==> src/srt_pkg.sv <==
`timescale 1ns / 1ps

package srt_pkg;

  localparam int TABLE_ENTRIES = 16;
  localparam int IDX_W         = (TABLE_ENTRIES > 1) ? $clog2(TABLE_ENTRIES) : 1;
  localparam int CNT_W         = $clog2(TABLE_ENTRIES + 1);

  localparam int PORT_W = 16;
  localparam int ADDR_W = 32;
  localparam int REF_W  = 31;
  localparam int SLOT_W = 4;
  localparam int KEY_W  = PORT_W + ADDR_W;

  localparam logic FUNC_RECORD = 1'b0;
  localparam logic FUNC_FIND   = 1'b1;

  typedef enum logic [1:0] {
    ST_IDLE,
    ST_SCAN,
    ST_FIN
  } state_t;

  typedef struct packed {
    logic [PORT_W-1:0] port;
    logic [ADDR_W-1:0] address;
    logic [REF_W-1:0]  ref_num;
  } entry_t;

endpackage

==> src/srt_table.sv <==
`timescale 1ns / 1ps

module srt_table (
  input  logic                     clk,
  input  logic                     rst_n,
  input  logic                     rd_en,
  input  logic [srt_pkg::IDX_W-1:0] rd_idx,
  input  logic                     wr_en,
  input  logic [srt_pkg::IDX_W-1:0] wr_idx,
  input  srt_pkg::entry_t          wr_data,
  output logic                     q_valid,
  output srt_pkg::entry_t          q_data
);

  srt_pkg::entry_t                    mem [srt_pkg::TABLE_ENTRIES];
  logic [srt_pkg::TABLE_ENTRIES-1:0]  valid_r;
  logic                               q_valid_r;
  srt_pkg::entry_t                    q_data_r;

  always_ff @(posedge clk) begin
    if (wr_en) begin
      mem[wr_idx] <= wr_data;
    end
    if (rd_en) begin
      q_data_r <= mem[rd_idx];
    end
  end

  always_ff @(posedge clk) begin
    if (!rst_n) begin
      valid_r   <= '0;
      q_valid_r <= 1'b0;
    end else begin
      if (wr_en) begin
        valid_r[wr_idx] <= 1'b1;
      end
      if (rd_en) begin
        q_valid_r <= valid_r[rd_idx];
      end
    end
  end

  assign q_valid = q_valid_r;
  assign q_data  = q_data_r;

endmodule

==> src/source_record_table.sv <==
`timescale 1ns / 1ps

// Channel   Handshake            Payload
// in_       in_valid / in_stall  in_func, in_port, in_address, in_ref_req
// out_      out_valid / out_stall out_found, out_inserted, out_full_error,
//                                out_slot, out_ref, out_port, out_address
//
// One request is handled by a scan: one table entry is read per cycle
// through the single read port and checked by one shared key comparator,
// then the finish state hands the result on. A hit ends the scan early.
// Reset clears every valid bit at once; no clearing pass.
// in_stall is high from acceptance until the result is in the output
// register; a held result does not block the next request.

module source_record_table (
  input  logic                        clk,
  input  logic                        rst_n,
  input  logic                        in_valid,
  output logic                        in_stall,
  input  logic                        in_func,
  input  logic [srt_pkg::PORT_W-1:0]  in_port,
  input  logic [srt_pkg::ADDR_W-1:0]  in_address,
  input  logic [srt_pkg::REF_W-1:0]   in_ref_req,
  output logic                        out_valid,
  input  logic                        out_stall,
  output logic                        out_found,
  output logic                        out_inserted,
  output logic                        out_full_error,
  output logic [srt_pkg::SLOT_W-1:0]  out_slot,
  output logic [srt_pkg::REF_W-1:0]   out_ref,
  output logic [srt_pkg::PORT_W-1:0]  out_port,
  output logic [srt_pkg::ADDR_W-1:0]  out_address
);

  localparam logic [srt_pkg::CNT_W-1:0] CNT_END = srt_pkg::CNT_W'(srt_pkg::TABLE_ENTRIES);
  localparam logic [srt_pkg::IDX_W-1:0] IDX_LAST =
    srt_pkg::IDX_W'(srt_pkg::TABLE_ENTRIES - 1);

  srt_pkg::state_t state_r, state_nxt;

  logic                        func_r, func_nxt;
  srt_pkg::entry_t             req_r, req_nxt;
  logic [srt_pkg::CNT_W-1:0]   rd_idx_r, rd_idx_nxt;
  logic                        cmp_vld_r, cmp_vld_nxt;
  logic [srt_pkg::IDX_W-1:0]   cmp_idx_r, cmp_idx_nxt;
  logic                        have_free_r, have_free_nxt;
  logic [srt_pkg::IDX_W-1:0]   free_idx_r, free_idx_nxt;

  logic                        pend_found_r, pend_found_nxt;
  logic                        pend_ins_r, pend_ins_nxt;
  logic                        pend_full_r, pend_full_nxt;
  logic [srt_pkg::IDX_W-1:0]   pend_idx_r, pend_idx_nxt;
  srt_pkg::entry_t             pend_entry_r, pend_entry_nxt;

  logic                        out_valid_r, out_valid_nxt;
  logic                        out_found_r, out_inserted_r, out_full_r;
  logic [srt_pkg::SLOT_W-1:0]  out_slot_r;
  srt_pkg::entry_t             out_entry_r;

  logic                        accept;
  logic                        rd_en;
  logic                        out_load;
  logic                        wr_en;
  logic                        q_valid;
  srt_pkg::entry_t             q_data;

  logic [srt_pkg::KEY_W-1:0]   key_req;
  logic [srt_pkg::KEY_W-1:0]   key_entry;
  logic                        key_hit;
  logic                        free_here;
  logic                        any_free;
  logic [srt_pkg::IDX_W-1:0]   free_now;
  logic                        scan_last;
  logic                        scan_done;

  srt_table u_table (
    .clk     (clk),
    .rst_n   (rst_n),
    .rd_en   (rd_en),
    .rd_idx  (rd_idx_r[srt_pkg::IDX_W-1:0]),
    .wr_en   (wr_en),
    .wr_idx  (pend_idx_r),
    .wr_data (pend_entry_r),
    .q_valid (q_valid),
    .q_data  (q_data)
  );

  // shared comparator: port/address for record, reference for find
  always_comb begin
    if (func_r == srt_pkg::FUNC_FIND) begin
      key_req   = srt_pkg::KEY_W'(req_r.ref_num);
      key_entry = srt_pkg::KEY_W'(q_data.ref_num);
    end else begin
      key_req   = {req_r.port, req_r.address};
      key_entry = {q_data.port, q_data.address};
    end
    key_hit   = cmp_vld_r && q_valid && (key_req == key_entry);
    free_here = cmp_vld_r && !q_valid && (func_r == srt_pkg::FUNC_RECORD);
    any_free  = free_here || have_free_r;
    free_now  = free_here ? cmp_idx_r : free_idx_r;
    scan_last = cmp_vld_r && (cmp_idx_r == IDX_LAST);
    scan_done = key_hit || scan_last;
  end

  // next state
  always_comb begin
    state_nxt = state_r;
    case (state_r)
      srt_pkg::ST_IDLE: if (in_valid) state_nxt = srt_pkg::ST_SCAN;
      srt_pkg::ST_SCAN: if (scan_done) state_nxt = srt_pkg::ST_FIN;
      srt_pkg::ST_FIN:  if (out_load) state_nxt = srt_pkg::ST_IDLE;
      default:          state_nxt = srt_pkg::ST_IDLE;
    endcase
  end

  // control outputs
  always_comb begin
    in_stall = 1'b1;
    rd_en    = 1'b0;
    out_load = 1'b0;
    case (state_r)
      srt_pkg::ST_IDLE: in_stall = 1'b0;
      srt_pkg::ST_SCAN: rd_en = (rd_idx_r != CNT_END);
      srt_pkg::ST_FIN:  out_load = !out_valid_r || !out_stall;
      default:          in_stall = 1'b1;
    endcase
    accept = in_valid && !in_stall;
    wr_en  = out_load && pend_ins_r;
  end

  // datapath
  always_comb begin
    func_nxt       = func_r;
    req_nxt        = req_r;
    rd_idx_nxt     = rd_idx_r;
    cmp_vld_nxt    = cmp_vld_r;
    cmp_idx_nxt    = cmp_idx_r;
    have_free_nxt  = have_free_r;
    free_idx_nxt   = free_idx_r;
    pend_found_nxt = pend_found_r;
    pend_ins_nxt   = pend_ins_r;
    pend_full_nxt  = pend_full_r;
    pend_idx_nxt   = pend_idx_r;
    pend_entry_nxt = pend_entry_r;

    if (accept) begin
      func_nxt         = in_func;
      req_nxt.port     = in_port;
      req_nxt.address  = in_address;
      req_nxt.ref_num  = in_ref_req;
      rd_idx_nxt       = '0;
      cmp_vld_nxt      = 1'b0;
      have_free_nxt    = 1'b0;
    end

    if (state_r == srt_pkg::ST_SCAN) begin
      cmp_vld_nxt = rd_en;
      cmp_idx_nxt = rd_idx_r[srt_pkg::IDX_W-1:0];
      if (rd_en) begin
        rd_idx_nxt = rd_idx_r + 1'b1;
      end
      if (free_here) begin
        have_free_nxt = 1'b1;
        free_idx_nxt  = cmp_idx_r;
      end
      if (scan_done) begin
        pend_found_nxt = key_hit;
        pend_ins_nxt   = !key_hit && (func_r == srt_pkg::FUNC_RECORD) && any_free;
        pend_full_nxt  = !key_hit && (func_r == srt_pkg::FUNC_RECORD) && !any_free;
        if (key_hit) begin
          pend_idx_nxt   = cmp_idx_r;
          pend_entry_nxt = q_data;
        end else begin
          pend_idx_nxt   = free_now;
          pend_entry_nxt = req_r;
        end
      end
    end
  end

  always_comb begin
    out_valid_nxt = out_valid_r;
    if (out_load) begin
      out_valid_nxt = 1'b1;
    end else if (out_valid_r && !out_stall) begin
      out_valid_nxt = 1'b0;
    end
  end

  always_ff @(posedge clk) begin
    if (!rst_n) begin
      state_r     <= srt_pkg::ST_IDLE;
      out_valid_r <= 1'b0;
      cmp_vld_r   <= 1'b0;
    end else begin
      state_r     <= state_nxt;
      out_valid_r <= out_valid_nxt;
      cmp_vld_r   <= cmp_vld_nxt;
    end
  end

  always_ff @(posedge clk) begin
    func_r       <= func_nxt;
    req_r        <= req_nxt;
    rd_idx_r     <= rd_idx_nxt;
    cmp_idx_r    <= cmp_idx_nxt;
    have_free_r  <= have_free_nxt;
    free_idx_r   <= free_idx_nxt;
    pend_found_r <= pend_found_nxt;
    pend_ins_r   <= pend_ins_nxt;
    pend_full_r  <= pend_full_nxt;
    pend_idx_r   <= pend_idx_nxt;
    pend_entry_r <= pend_entry_nxt;
    if (out_load) begin
      out_found_r    <= pend_found_r;
      out_inserted_r <= pend_ins_r;
      out_full_r     <= pend_full_r;
      if (pend_found_r || pend_ins_r) begin
        out_slot_r  <= srt_pkg::SLOT_W'(pend_idx_r);
        out_entry_r <= pend_entry_r;
      end else begin
        out_slot_r  <= '0;
        out_entry_r <= '0;
      end
    end
  end

  assign out_valid      = out_valid_r;
  assign out_found      = out_found_r;
  assign out_inserted   = out_inserted_r;
  assign out_full_error = out_full_r;
  assign out_slot       = out_slot_r;
  assign out_ref        = out_entry_r.ref_num;
  assign out_port       = out_entry_r.port;
  assign out_address    = out_entry_r.address;

endmodule

==> config.mk <==
export PLATFORM = sky130hd
export DESIGN_NAME = source_record_table
export DESIGN_NICKNAME = d
export VERILOG_FILES = /design/src/srt_pkg.sv /design/src/srt_table.sv /design/src/source_record_table.sv
export SDC_FILE = /design/constraint.sdc
export NUM_CORES = 2
export LEC_CHECK = 0
export ABC_AREA = 1
export BUFFER_PORTS_ARGS = -buffer_cell sky130_fd_sc_hd__clkbuf_2
export CELL_PAD_IN_SITES_DETAIL_PLACEMENT = 1
export CELL_PAD_IN_SITES_GLOBAL_PLACEMENT = 1
export CORE_AREA = 3 3 338 424
export CTS_CLUSTER_DIAMETER = 200
export DETAILED_ROUTE_END_ITERATION = 12
export DIE_AREA = 0 0 341 427
export GPL_TIMING_DRIVEN = 0
export PLACE_DENSITY_LB_ADDON = 0.1
export SETUP_SLACK_MARGIN = 0.2
export SKIP_CTS_REPAIR_TIMING = 1
export SLEW_MARGIN = 10
export SYNTH_ARGS = -nofsm -noshare
export SYNTH_HDL_FRONTEND = slang
export SYNTH_SLANG_ARGS = --single-unit
==> constraint.sdc <==
create_clock -name clk -period 24.4 [get_ports clk]
set_input_delay 1.22 -clock clk [delete_from_list [all_inputs] [get_ports clk]]
set_output_delay 1.22 -clock clk [all_outputs]
set_load 0.005 [all_outputs]
Word-level counts from Yosys, hierarchy flattened
Memories as Yosys holds them, arrays and structs flattened. A register that Yosys moved wholly into a read port is not among the register bits.
Cells that the tools add are included.
- output and inout bits: 88
- input port bits: 84
- memories: 1
- memory bits (writable): 1264
- register bits after elaboration: 287
- memory list (name ; words ; width ; rd ports ; clocked after memory_dff ; wr ports ; line ; RTL):
    u_table.mem ; 16 ; 79 ; 1 ; 1 ; 1 ; srt_table.sv:15 ; srt_pkg::entry_t mem [srt_pkg::TABLE_ENTRIES];
- add/subtract/negate cells: 1
- equal/unequal tests: 8
- bitwise operators: 2
- multiplexer cells: 28
- order comparisons: 3
- reduce and logical (&&, ||, !) cells: 26
- operators by type and width (operator ; count):
    $mux 48 ; 2
    $mux 79 ; 1
    $eq 48x48->1 ; 1
    $or 16x16->16 ; 1
    $mux 5 ; 3
    $mux 1 ; 14
    $logic_and 1x1->1 ; 12
    $lt 4x5->1 const B ; 2
    $mux 4 ; 2
    $mux 2 ; 3
    $ne 2x2->1 const B ; 3
    $pmux 2 s3 ; 1
    $add 5x1->5 const B ; 1
    $logic_not 1->1 ; 5
    $ne 5x5->1 const B ; 1
    $bmux 1 s4 ; 1
    $demux 1 s4 ; 1
    $eq 4x4->1 const B ; 1
    $ge 4x1->1 const B ; 1
    $logic_or 1x1->1 ; 4
    $reduce_bool 2->1 ; 2
    $reduce_and 3->1 ; 1
    $eq 2x1->1 const B ; 1
    $eq 2x2->1 const B ; 1
    other kinds (3) ; 3

Logic depth before layout (Yosys ltp)
- depth in word-level cells: 6
- mapped depth: 16
- gate-level depth less buffers: 14

Hierarchy
From an unflattened synthesis, not the netlist that was laid out.
- cell total of the unflattened synthesis: 4856
- area, all modules: 63751.1 um^2
- modules (own cells, without submodules) (module ; cells each ; area each (um^2) ; times used ; sequential area each (um^2)):
    srt_table ; 3809 ; 52401.5 ; 1 ; 40669.0
    source_record_table ; 1047 ; 11349.6 ; 1 ; 8007.7

Worst setup path after synthesis
No wires, ideal clock.
- path kind: input -> register
- from: input port out_stall
- to: memory u_table.mem[12][0] (netlist name), enable pin
- path slack: 14974 ps
- data arrival time: 8908 ps
- stages on the path: 7
- cell sequence: nand2_1 inv_1 nor2_1 nand2_1 nor3_1 inv_1 nor2_1
- longest elaborated chain between the ends: 6
- RTL lines (element ; line ; RTL):
    start: declaration ; source_record_table.sv:25 ; input logic out_stall,
    $logic_not 1->1 ; source_record_table.sv:124 ; srt_pkg::ST_FIN: out_load = !out_valid_r || !out_stall;
    $logic_or 1x1->1 ; source_record_table.sv:124 ;
    $mux 1 ; source_record_table.sv:121 ; case (state_r)
    net out_load ; source_record_table.sv:62 ; logic out_load;
    $logic_and 1x1->1 ; source_record_table.sv:128 ; wr_en = out_load && pend_ins_r;
    $mux 1 ; srt_table.sv:21 ; if (wr_en) begin
    $mux 1 (not written as such) ; srt_table.sv:22 ; mem[wr_idx] <= wr_data;
    end: declaration ; srt_table.sv:15 ;
The timed path passes the listed nets, and every way through them passes these cells.

Final worst setup path
- from: register req_r[17] (netlist name)
- to: register pend_entry_r[34] (netlist name), enable pin
- longest elaborated chain between the ends: 5
- RTL lines (element ; line ; RTL):
    start: declaration ; source_record_table.sv:42 ; srt_pkg::entry_t req_r, req_nxt;
    start signal: assignment ; source_record_table.sv:204 ; req_r <= req_nxt;
    $mux 48 ; source_record_table.sv:90 ; if (func_r == srt_pkg::FUNC_FIND) begin
    $eq 48x48->1 ; source_record_table.sv:97 ; key_hit = cmp_vld_r && q_valid && (key_req == key_entry);
    $logic_and 1x1->1 ; source_record_table.sv:97 ;
    $logic_or 1x1->1 ; source_record_table.sv:102 ; scan_done = key_hit || scan_last;
    $reduce_and 2->1 (no source line) ; -- ;
    end signal: assignment ; source_record_table.sv:213 ; pend_entry_r <= pend_entry_nxt;
    end: declaration ; source_record_table.sv:53 ; srt_pkg::entry_t pend_entry_r, pend_entry_nxt;
No other way between the ends.
A chain may end at the register's enable or synchronous reset.

==> impl_metrics.env <==
export IMPL_antenna_found_initial=12
export IMPL_worstSetupPathType="register to register"
export IMPL_drtPass1Iterations=5
export IMPL_synth_area_um2=62700
export IMPL_drc=0
export IMPL_ys_seq_elements=1630
export IMPL_finalMaxSlewViolations=0
export IMPL_synth_nets=4769
export IMPL_fin_area_um2=72800
export IMPL_cts_buffers=164
export IMPL_cts_tree="done"
export IMPL_async_flop_share_pct=0
export IMPL_status="completed"
export IMPL_fill_cells=13893
export IMPL_tns_ns=0
export IMPL_drv_cap=0
export IMPL_cts_sinks=1630
export IMPL_synthDistinctLibCells=36
export IMPL_start_util_pct=45.1
export IMPL_core_region_area_um2=139000
export IMPL_combPwrFrac_pct=14.9
export IMPL_fin_crit_sh_pct=15.4
export IMPL_grt_total_usage_pct=28.3
export IMPL_drive_gt1_share_pct=11.1
export IMPL_placed_cell_area_um2=67600
export IMPL_p_int_mw=4.70
export IMPL_yosysSeqAreaShare_pct=77.6
export IMPL_skew_ns=0.0279
export IMPL_worstPathMaxFanout=54
export IMPL_cts_max_level=4
export IMPL_cp_start_kind="register"
export IMPL_core_rowCount=153
export IMPL_grt_ovfl_total=0
export IMPL_synth_edf_count=1603
export IMPL_syn2layout_area_growth_pct=16.0
export IMPL_relSlewSlack_pct=21.8
export IMPL_io_buffers=171
export IMPL_via_count=41057
export IMPL_static_leakage_power_nw=24.6
export IMPL_grt_max_degree=55
export IMPL_drt_wl_total_um=206000
export IMPL_power_density_nw_per_um2=90.0
export IMPL_place_hpwl_um=142000
export IMPL_hold_path_class="register to register"
export IMPL_final_cell_mix="edfxtp_1 (1603), nor2_1 (801), o21ai_0 (657), nand2_1 (459), clkbuf_1 (229)"
export IMPL_worst_pin_slew_ns=1.17
export IMPL_clkPwrFrac_pct=37.5
export IMPL_drt_iter0_drc=3960
export IMPL_grt_pass1_vias=42583
export IMPL_ctsRootBufferMaster="clkbuf_16"
export IMPL_power_net_switching_mw=1.85
export IMPL_finalCriticalPeriod_ns=3.76
export IMPL_syn_avg_cell_area_um2=13.4
export IMPL_crit_path_end_kind="register"
export IMPL_swShare_pct=28.3
export IMPL_wl_per_cell_um=29.1
export IMPL_place_congestion=0.837
export IMPL_die_area_um2=146000
export IMPL_synth_main_ff_cell="edfxtp_1"
export IMPL_clkTransAtPathRegs_ns=0.06
export IMPL_rsz0062_at_grt="false"
export IMPL_dieWidth_um=341
export IMPL_viasPerCell=5.79
export IMPL_syn_inst=4683
export IMPL_arrival_ns=4.20
export IMPL_grt_pass1_wl_um=296000
export IMPL_setup_violations=0
export IMPL_final_common_cell="edfxtp_1"
export IMPL_vdd_drop_max_mv=0.0877
export IMPL_fmax_ghz=0.266
export IMPL_finalHoldViolCount=0
export IMPL_ys_warn_count=0
export IMPL_seq_power_share_pct=47.6
export IMPL_fp_dieH_um=427
export IMPL_required_ns=24.84
export IMPL_nNetsFinal=5176
export IMPL_io_pins=172
export IMPL_ant_nets=0
export IMPL_clk_path_buf_depth=3
export IMPL_clk_latency_ns=0.81
[flip-flops by register name, summed over array words and instances (netlist names), 5 cells and up]
name,flops
u_table.mem,1264
out_address,32
u_table.q_data,79
u_table.valid_r,16
out_port,16
rd_idx_r,5
pend_entry_r,79
out_ref,31
req_r,79
[power by group through the flow]
stage	registers [mW]	clock network, mW	logic [mW]
detailed placement	3.18	0	0.967
global placement	3.18	0	0.933
finish	3.12	2.46	0.972
CTS	3.12	2.49	0.972
floorplan	3.17	0	0.519
global route	3.12	2.60	1.06
[worst paths after layout]
path	start	end	slack [ns]	depth (start not counted)
worst max-delay path	req_r[17]$_DFFE_PP_	pend_entry_r[34]$_DFFE_PP_	20.64	13
worst min-delay path	pend_full_r$_DFFE_PP_	out_full_error$_DFFE_PP_	0.43	0
worst max register to register	req_r[17]$_DFFE_PP_	pend_entry_r[34]$_DFFE_PP_	20.64	13
worst min register to register	pend_full_r$_DFFE_PP_	out_full_error$_DFFE_PP_	0.43	0
[final cells by class]
| type | count | area [um2] | area share, % |
|---|---|---|---|
| clock buffer | 197 | 4310 | 5.92 |
| multi-input combinational | 2549 | 12200 | 16.8 |
| antenna | 5 | 12.5 | 0.0172 |
| tap | 1860 | 2330 | 3.20 |
| clock inverter | 102 | 820 | 1.13 |
| inverter | 220 | 838 | 1.15 |
| timing repair buffer | 241 | 2410 | 3.31 |
| buffer | 284 | 1180 | 1.62 |
| sequential | 1630 | 48700 | 66.9 |
[logic make-up (layout without fill, tap and decap cells)]
| family | Yosys count | count (layout) | share of synthesized area [%] |
|---|---|---|---|
| other | 0 | 5 | 0 |
| buffers and inverters | 504 | 1044 | 3.19 |
| adders and majority gates | 2 | 2 | 0.0399 |
| AOI/OAI and AO/OA | 1093 | 1093 | 10.0 |
| and+or+nand+nor | 1437 | 1437 | 8.95 |
| muxes | 1 | 1 | 0.0160 |
| xor gates and xnor gates | 16 | 16 | 0.223 |
| DFF | 1630 | 1630 | 77.6 |
[metal layers]
metal  up-vias  global-route usage [%]  share of wire [%]
met2      1509                    48.0                 49
met4         4                    9.74                3.2
met5         -                       0              0.016
met1     21266                    37.5                 41
li1      17953                       -                  -
met3       325                    4.25                6.5
[critical path: stages, from the launching register on]
cell and delay [ns]:
edfxtp_1 0.45, nand2_1 0.29, nand3_1 0.22, nor3_1 0.32, nand2_1 0.20, nor2_1 0.14, nand2_1 0.19, nand2_1 0.13
nand2_1 0.08, buf_2 0.26, nand2_1 0.13, nand2_1 0.13, inv_6 0.36, buf_16 0.36
[through the flow]
| stage | setup WS, ns | util (%) | cells | power (mW) | hold slack (ns) |
|---|---|---|---|---|---|
| after floorplan | 14.97 | - | 4683 | 3.68 | 0.400 |
| after global placement | 7.91 | 47.4 | 6714 | 4.11 | 0.403 |
| after global routing | 20.48 | 52.3 | 7083 | 6.77 | 0.431 |
| after CTS | 20.67 | 52.3 | 7083 | 6.58 | 0.429 |
| after detailed placement | 19.88 | 48.6 | 6784 | 4.15 | 0.415 |
| final | 20.64 | 52.3 | 7088 | 6.55 | 0.427 |
[cell usage after synthesis, types with 4 or more instances]
library cell	count	area share, %
a21oi_1	8	0.064
buf_1	13	0.078
buf_2	60	0.48
buf_4	4	0.048
clkbuf_1	205	1.2
dfxtp_1	27	0.86
edfxtp_1	1603	77
inv_1	210	1.3
inv_2	7	0.042
nand2_1	459	2.7
nand3_1	140	1.1
nand4_1	6	0.060
nor2_1	819	4.9
nor3_1	4	0.032
o211ai_1	31	0.37
o21ai_0	657	5.2
o21ai_1	70	0.56
o221ai_1	127	1.8
o22ai_1	196	2.0
xnor2_1	13	0.18
(Power assumes the default switching activity.)
